`config.mk`:
```
export PLATFORM = sky130hd
export DESIGN_NAME = bpa_ctrl
export DESIGN_NICKNAME = d
export VERILOG_FILES = /design/src/sv/bpa_pkg.sv /design/src/sv/bpa_ctrl.sv
export SDC_FILE = /design/constraint.sdc
export NUM_CORES = 1
export LEC_CHECK = 0
export BUFFER_PORTS_ARGS = -buffer_cell sky130_fd_sc_hd__buf_2
export CORE_AREA = 8 8 45 47
export DETAILED_ROUTE_END_ITERATION = 10
export DIE_AREA = 0 0 53 55
export MAX_ROUTING_LAYER = met4
export PLACE_DENSITY = 0.67
export SYNTH_ARGS = -nofsm -noshare
export SYNTH_HDL_FRONTEND = slang
export SYNTH_SLANG_ARGS = --single-unit
```
`constraint.sdc`:
```
create_clock -name i_clk -period 2.2 [get_ports i_clk]
set_clock_uncertainty 0.15 [all_clocks]
set_input_delay 0 -clock i_clk [delete_from_list [all_inputs] [get_ports i_clk]]
set_output_delay 0 -clock i_clk [all_outputs]
set_load 0.03 [all_outputs]
```
`src/sv/bpa_pkg.sv`:
```
// Shared types, constants and codes for the buddy page allocator.
package bpa_pkg;

    localparam int MAX_ORDER  = 10;
    localparam int ZONE_PAGES = 4096;
    localparam int HEADS      = MAX_ORDER + 1;
    localparam int ORD_W      = 4;
    localparam int PAGE_W     = 12;
    localparam int LINK_W     = 13;
    localparam int CNT_W      = 13;
    localparam int ZFP_W      = 36;
    localparam int INFO_W     = ORD_W + 1;

    localparam logic [LINK_W-1:0] NIL_LINK  = LINK_W'(ZONE_PAGES);
    localparam logic [CNT_W-1:0]  COUNT_MAX = '1;
    localparam logic              FREE_MARK = 1'b1;

    // result status codes
    localparam logic [1:0] ST_OK     = 2'd0;
    localparam logic [1:0] ST_NOBLK  = 2'd1;
    localparam logic [1:0] ST_BADORD = 2'd2;

    // item kinds
    localparam logic KIND_ALLOC = 1'b0;
    localparam logic KIND_FREE  = 1'b1;

    // configuration register indexes
    localparam logic REG_ZONE_FIRST_PAGE = 1'b0;
    localparam logic REG_ZONE_PAGES      = 1'b1;

    typedef struct packed {
        logic              kind;
        logic [ORD_W-1:0]  block_order;
        logic [PAGE_W-1:0] page_index;
    } t_in;

    typedef struct packed {
        logic [1:0]        status;
        logic [PAGE_W-1:0] block_page;
        logic [CNT_W-1:0]  free_pages;
    } t_out;

    typedef enum logic [3:0] {
        S_CLR, S_IDLE, S_DISP, S_AUNL, S_ASPL,
        S_FCHK, S_FTST, S_PUSH1, S_PUSH2, S_DONE
    } t_state;

    typedef enum logic [3:0] {
        OP_NONE, OP_CLR, OP_LOAD, OP_RES_ERR, OP_NOBLK, OP_FIND, OP_UNLINK,
        OP_SPLIT, OP_ALLOC_END, OP_FIGN, OP_FCHK, OP_FMERGE, OP_FPREP,
        OP_PUSH1, OP_PUSH2, OP_OUT
    } t_op;

    typedef struct packed {
        logic bad_order;
        logic is_free;
        logic found;
        logic ignore;
        logic k_gt_ord;
        logic k_lt_max;
        logic bud_ok;
        logic merge_ok;
        logic clr_done;
        logic out_free;
    } t_stat;

endpackage

```
`src/sv/bpa_ctrl.sv`:
```
// Sequencer for allocate, free, split, merge and list push steps.
module bpa_ctrl (
    input  logic          i_clk,
    input  logic          i_rst_n,
    input  logic          i_in_valid,
    input  bpa_pkg::t_stat i_stat,
    output bpa_pkg::t_op  o_op,
    output logic          o_in_stall
);

    bpa_pkg::t_state r_state, n_state;

    // state register
    always_ff @(posedge i_clk) begin
        if (!i_rst_n) begin
            r_state <= bpa_pkg::S_CLR;
        end else begin
            r_state <= n_state;
        end
    end

    // next state
    always_comb begin
        n_state = r_state;
        case (r_state)
            bpa_pkg::S_CLR:   if (i_stat.clr_done) n_state = bpa_pkg::S_IDLE;
            bpa_pkg::S_IDLE:  if (i_in_valid) n_state = bpa_pkg::S_DISP;
            bpa_pkg::S_DISP: begin
                if (i_stat.bad_order) n_state = bpa_pkg::S_DONE;
                else if (!i_stat.is_free) begin
                    n_state = i_stat.found ? bpa_pkg::S_AUNL : bpa_pkg::S_DONE;
                end else begin
                    n_state = i_stat.ignore ? bpa_pkg::S_DONE : bpa_pkg::S_FCHK;
                end
            end
            bpa_pkg::S_AUNL:  n_state = bpa_pkg::S_ASPL;
            bpa_pkg::S_ASPL: begin
                if (i_stat.k_gt_ord) begin
                    n_state = i_stat.bud_ok ? bpa_pkg::S_PUSH1 : bpa_pkg::S_ASPL;
                end else begin
                    n_state = bpa_pkg::S_DONE;
                end
            end
            bpa_pkg::S_FCHK: begin
                n_state = (i_stat.k_lt_max && i_stat.bud_ok) ? bpa_pkg::S_FTST
                                                             : bpa_pkg::S_PUSH1;
            end
            bpa_pkg::S_FTST: begin
                n_state = i_stat.merge_ok ? bpa_pkg::S_FCHK : bpa_pkg::S_PUSH1;
            end
            bpa_pkg::S_PUSH1: n_state = bpa_pkg::S_PUSH2;
            bpa_pkg::S_PUSH2: n_state = i_stat.is_free ? bpa_pkg::S_DONE : bpa_pkg::S_ASPL;
            bpa_pkg::S_DONE:  if (i_stat.out_free) n_state = bpa_pkg::S_IDLE;
            default:          n_state = bpa_pkg::S_IDLE;
        endcase
    end

    // datapath command per state
    always_comb begin
        o_op = bpa_pkg::OP_NONE;
        case (r_state)
            bpa_pkg::S_CLR:   if (!i_stat.clr_done) o_op = bpa_pkg::OP_CLR;
            bpa_pkg::S_IDLE:  if (i_in_valid) o_op = bpa_pkg::OP_LOAD;
            bpa_pkg::S_DISP: begin
                if (i_stat.bad_order) o_op = bpa_pkg::OP_RES_ERR;
                else if (!i_stat.is_free) begin
                    o_op = i_stat.found ? bpa_pkg::OP_FIND : bpa_pkg::OP_NOBLK;
                end else begin
                    o_op = i_stat.ignore ? bpa_pkg::OP_FIGN : bpa_pkg::OP_NONE;
                end
            end
            bpa_pkg::S_AUNL:  o_op = bpa_pkg::OP_UNLINK;
            bpa_pkg::S_ASPL: begin
                o_op = i_stat.k_gt_ord ? bpa_pkg::OP_SPLIT : bpa_pkg::OP_ALLOC_END;
            end
            bpa_pkg::S_FCHK: begin
                o_op = (i_stat.k_lt_max && i_stat.bud_ok) ? bpa_pkg::OP_FCHK
                                                          : bpa_pkg::OP_FPREP;
            end
            bpa_pkg::S_FTST: begin
                o_op = i_stat.merge_ok ? bpa_pkg::OP_FMERGE : bpa_pkg::OP_FPREP;
            end
            bpa_pkg::S_PUSH1: o_op = bpa_pkg::OP_PUSH1;
            bpa_pkg::S_PUSH2: o_op = bpa_pkg::OP_PUSH2;
            bpa_pkg::S_DONE:  if (i_stat.out_free) o_op = bpa_pkg::OP_OUT;
            default:          o_op = bpa_pkg::OP_NONE;
        endcase
    end

    assign o_in_stall = (r_state != bpa_pkg::S_IDLE);

    // buddy test uses RAM data read in the check step
    a_tst_after_chk: assert property (@(posedge i_clk) disable iff (!i_rst_n)
        r_state == bpa_pkg::S_FTST |-> $past(r_state) == bpa_pkg::S_FCHK)
        else $error("merge test without a preceding buddy read");

    // no transaction enters while the page info is being cleared
    a_clr_blocks: assert property (@(posedge i_clk) disable iff (!i_rst_n)
        r_state == bpa_pkg::S_CLR |=> r_state == bpa_pkg::S_CLR || r_state == bpa_pkg::S_IDLE)
        else $error("left clearing pass early");

    // a push pair always runs back to back
    a_push_pair: assert property (@(posedge i_clk) disable iff (!i_rst_n)
        r_state == bpa_pkg::S_PUSH2 |-> $past(r_state) == bpa_pkg::S_PUSH1)
        else $error("list head update without link write");

endmodule

```
# [After elaboration in Yosys (flattened, before gate mapping)]
# Cells that the tools add are included.
# Widths: inputs -> output; s select.
[op_classes] eq_ne=13 mux=24 n_reduce_logical=3
[op_table] operator="$pmux 4 s10" count=2
[op_table] operator="$mux 4" count=14
[op_table] operator="$eq 4x3->1 const B" count=4
[op_table] operator="$eq 4x2->1 const B" count=2
[op_table] operator="$eq 4x4->1 const B" count=2
[op_table] operator="$mux 2" count=3
[op_table] operator="$mux 3" count=2
[op_table] operator="$ne 2x2->1 const B" count=3
[op_table] operator="$eq 4x1->1 const B" count=1
[op_table] operator="$logic_not 4->1" count=1
[op_table] operator="$ne 4x1->1 const B" count=1
[op_table] operator="$mux 1" count=3
[op_table] operator="$reduce_and 3->1" count=1
[op_table] operator="$logic_and 1x1->1" count=1
[word_totals] regBits=4 wordCells=41

# [Longest topological paths before layout]
[depth] word_depth=4 mapped_depth=5

# [Worst setup path before layout]
# No wires, ideal clock.
[synth_timing] path_kind="reg-to-output" start="reg r_state[1]" end="out o_op[1]" arrival_time_ps=1597 slack_ps=453 stages_incl_launch_ff=5 path_cell_list="dfxtp_1 buf_6 nand2_1 o221a_2 o31ai_1"
[synth_via] elab_chain_len=2
[synth_lines] element="start: declaration" line="bpa_ctrl.sv:11" source="bpa_pkg::t_state r_state, n_state;"
[synth_lines] element="start signal: assignment" line="bpa_ctrl.sv:16" source="r_state <= bpa_pkg::S_CLR;"
[synth_lines] element="start signal: assignment" line="bpa_ctrl.sv:18" source="r_state <= n_state;"
[synth_lines] element="$eq 4x4->1 (tied with other cells)" line="bpa_ctrl.sv:61" source="case (r_state)"
[synth_lines] element="$pmux 4 s10 (*)" line="bpa_ctrl.sv:61"
[synth_lines] element="end: declaration" line="bpa_ctrl.sv:7" source="output bpa_pkg::t_op o_op,"
# Mark *: on every way between the ends. The rest lies on a longest branch, timed or not.

# [Worst setup path after layout]
[layout_timing] start="reg r_state[2]" end="out o_op[1]"
# Same word-level chain as after synthesis.

==> flow_metrics.py <==
metrics = {
    "outcome": {
        "status": "finished, violations left",
        "violations": "hold timing",
    },
    "cells_and_area": {
        "final_cells": 110,
        "antenna_cells": 0,
        "nNetsFinal": 109,
        "area_delta_synth_final_pct": 17.3,
        "final_common_cell": "buf_2",
        "largest_reg_flops": 4,
        "reg_top3": "r_state: 4 flops",
        "largest_register": "r_state",
        "utilization_pct": 46.7,
        "final_cell_mix": "buf_2 (17), nand2_1 (10), nor2_1 (6), a21oi_1 (6), nor2b_1 (5)",
        "fillers": 138,
        "drive_gt1_share_pct": 28.7,
    },
    "global_routing": {
        "grt_pass1_vias": 657,
        "track_usage_pct": 11.7,
        "grt_max_degree": 19,
        "antenna_found_initial": 0,
        "grt_pass1_wl_um": 2660,
        "grt-ovfl-total": 0,
    },
    "worst_setup_path": {
        "crit_fanout": 14,
        "worst-path-buf-inv": 1,
        "timing_worst_setup_path_type": "reg -> out",
        "arrival_ns": 1.86,
        "crit_slowest_cell": "dfxtp_1",
        "path_cells": "nor2_1, and3_2, a211oi_1, o31ai_1, buf_2",
        "ff2ff_path_depth": 3,
        "cp_top_family": "flip-flops",
        "crit_path_end_kind": "primary output",
        "critPathRequiredTime_ns": 2.05,
        "cp_slowest_stage_delay_ns": 0.58,
        "cp-start-kind": "flip-flop",
        "cp.depth": 5,
    },
    "clock_network": {
        "cts-root-buf": "clkbuf_4",
        "clockBufferDepth": 2,
        "insertion_delay_ns": 0.23,
        "tritoncts": "done",
        "cts.sinks": 4,
        "path_clk_slew_ns": 0.04,
        "cts_made_buffers": 3,
        "cts_max_level": 1,
        "ctsResizeCount": 0,
    },
    "synthesis": {
        "yosys_warnings": 0,
        "synth.distinct_cells": 41,
        "syn_area_um2": 551,
        "syn_area_per_cell_um2": 7.06,
        "synth_edf_count": 0,
        "synthCells": 78,
        "synth-async-reset-ratio_pct": 0,
        "ys.flop_type": "dfxtp_1",
        "ys_seq_area_share_pct": 14.5,
        "synth_seq_cells": 4,
        "syn_nets": 91,
    },
    "sta": {
        "setup_tns_ns": 0,
        "setup_viol": 0,
        "grt_setup_unrepaired": "no",
        "fin_crit_ns": 2.01,
        "tightestPinTransition_ns": 0.557,
        "slew_headroom_pct": 62.8,
        "whs_ns": -0.00323,
        "worst_slack_ns": 0.193,
        "fmax_ghz": 0.498,
        "hold_viol": 1,
        "fin_crit_sh_pct": 91.2,
        "drv_slew": 0,
    },
    "placed_design": {
        "portBuffers": 17,
        "dp_hpwl_um": 1210,
        "place.gp.congestion": 0.900,
        "dp.cells": 106,
        "dp_slack_ns": 0.443,
    },
    "floorplan": {
        "die_y_um": 55,
        "initial_core_util_pct": 39.8,
        "dieWidth_um": 53,
        "dieArea_um2": 2920,
        "rows": 14,
        "io_pins": 18,
        "coreArea_um2": 1380,
    },
    "routing": {
        "drt-initial-drc-count": 20,
        "wl_um": 1590,
        "routedWlPerCell_um": 14.4,
        "via_per_inst": 6.10,
        "vias": 671,
        "dr.pass1.iters": 4,
        "drtAntennaViolNets": 0,
        "route.detailed.drc": 0,
    },
    "min_path": {
        "holdPathStages": 4,
        "hold_path_class": "in -> reg",
    },
    "pwr": {
        "power_leakage_nw": 0.292,
        "power-per-cell-area_nw_per_um2": 453,
        "vdd_ir_drop_max_mv": 0.187,
    },
    "job": {
        "drv_cap": 0,
    },
}
layout make-up:
class                      instances  area, um^2  area share [%]
clock buffer                       3        22.5            3.49
multi-input combinational         66         417            64.5
inverter                           3        11.3            1.74
sequential                         4        80.1            12.4
timing repair buffer              18        95.1            14.7
tap                               16        20.0            3.10
cells by family (layout without fill, tap and decap cells):
logic type | count (synthesis) | in the layout | synth area share, %
AND/OR/NAND/NOR | 35 | 35 | 35.2
AO/OA/AOI/OAI | 30 | 30 | 38.9
buffers and inverters | 8 | 24 | 9.77
flip-flops | 4 | 4 | 14.5
XOR/XNOR | 1 | 1 | 1.59
per-stage QoR:
| step | instance area, um^2 | total power, mW |
|---|---|---|
| finish | 646 | 0.292 |
| global route | 646 | 0.310 |
| CTS | 646 | 0.293 |
| detailed placement | 613 | 0.201 |
| global placement | 613 | 0.202 |
| floorplan | 551 | 0.169 |
Yosys cell counts, types with 2 or more instances:
cell type / number / area, um^2
nor2_1: 6 / 22.5
nand3_1: 2 / 10.0
dfxtp_1: 4 / 80.1
nand2_1: 10 / 37.5
o21ai_0: 4 / 20.0
nand3b_1: 2 / 15.0
a211oi_1: 2 / 15.0
a21oi_1: 6 / 30.0
nor2b_1: 5 / 31.3
a31oi_1: 2 / 12.5
buf_6: 2 / 22.5
inv_1: 2 / 7.51
a2bb2oi_1: 2 / 17.5
and2b_2: 2 / 17.5
worst paths after layout:
kind	to	slack (ns)	from
min	r_state[3]	-0.003	i_stat[7]
max reg2reg	r_state[1]	0.49	r_state[0]
max	o_op[1]	0.19	r_state[2]
min reg2reg	r_state[2]	0.53	r_state[3]
routing by layer:
layer	track usage [%]	routed length [um]	vias up
met5	-	0	-
li1	-	-	327
met2	19.9	754	28
met1	14.3	759	314
met4	3.88	17	0
met3	0.802	54	2
where the power goes:
group	switching, mW	total [mW]	internal (mW)
Clock	0.0288	0.0898	0.0609
Sequential	0.0168	0.0939	0.0772
Combinational	0.0661	0.109	0.0424
worst min-delay path, cell delays in order:
cell	delay [ns]
buf_2	0.08
o21ai_0	0.07
nand3_1	0.10
a31oi_1	0.08
timing repair:
| action | 4_1_cts | 5_1_grt |
|---|---|---|
| hold endpoints to repair | 4 | 0 |
| buffers inserted | 0 | 0 |
| hold buffers | 1 | 0 |
No activity file was read; power rests on OpenSTA's default activity.
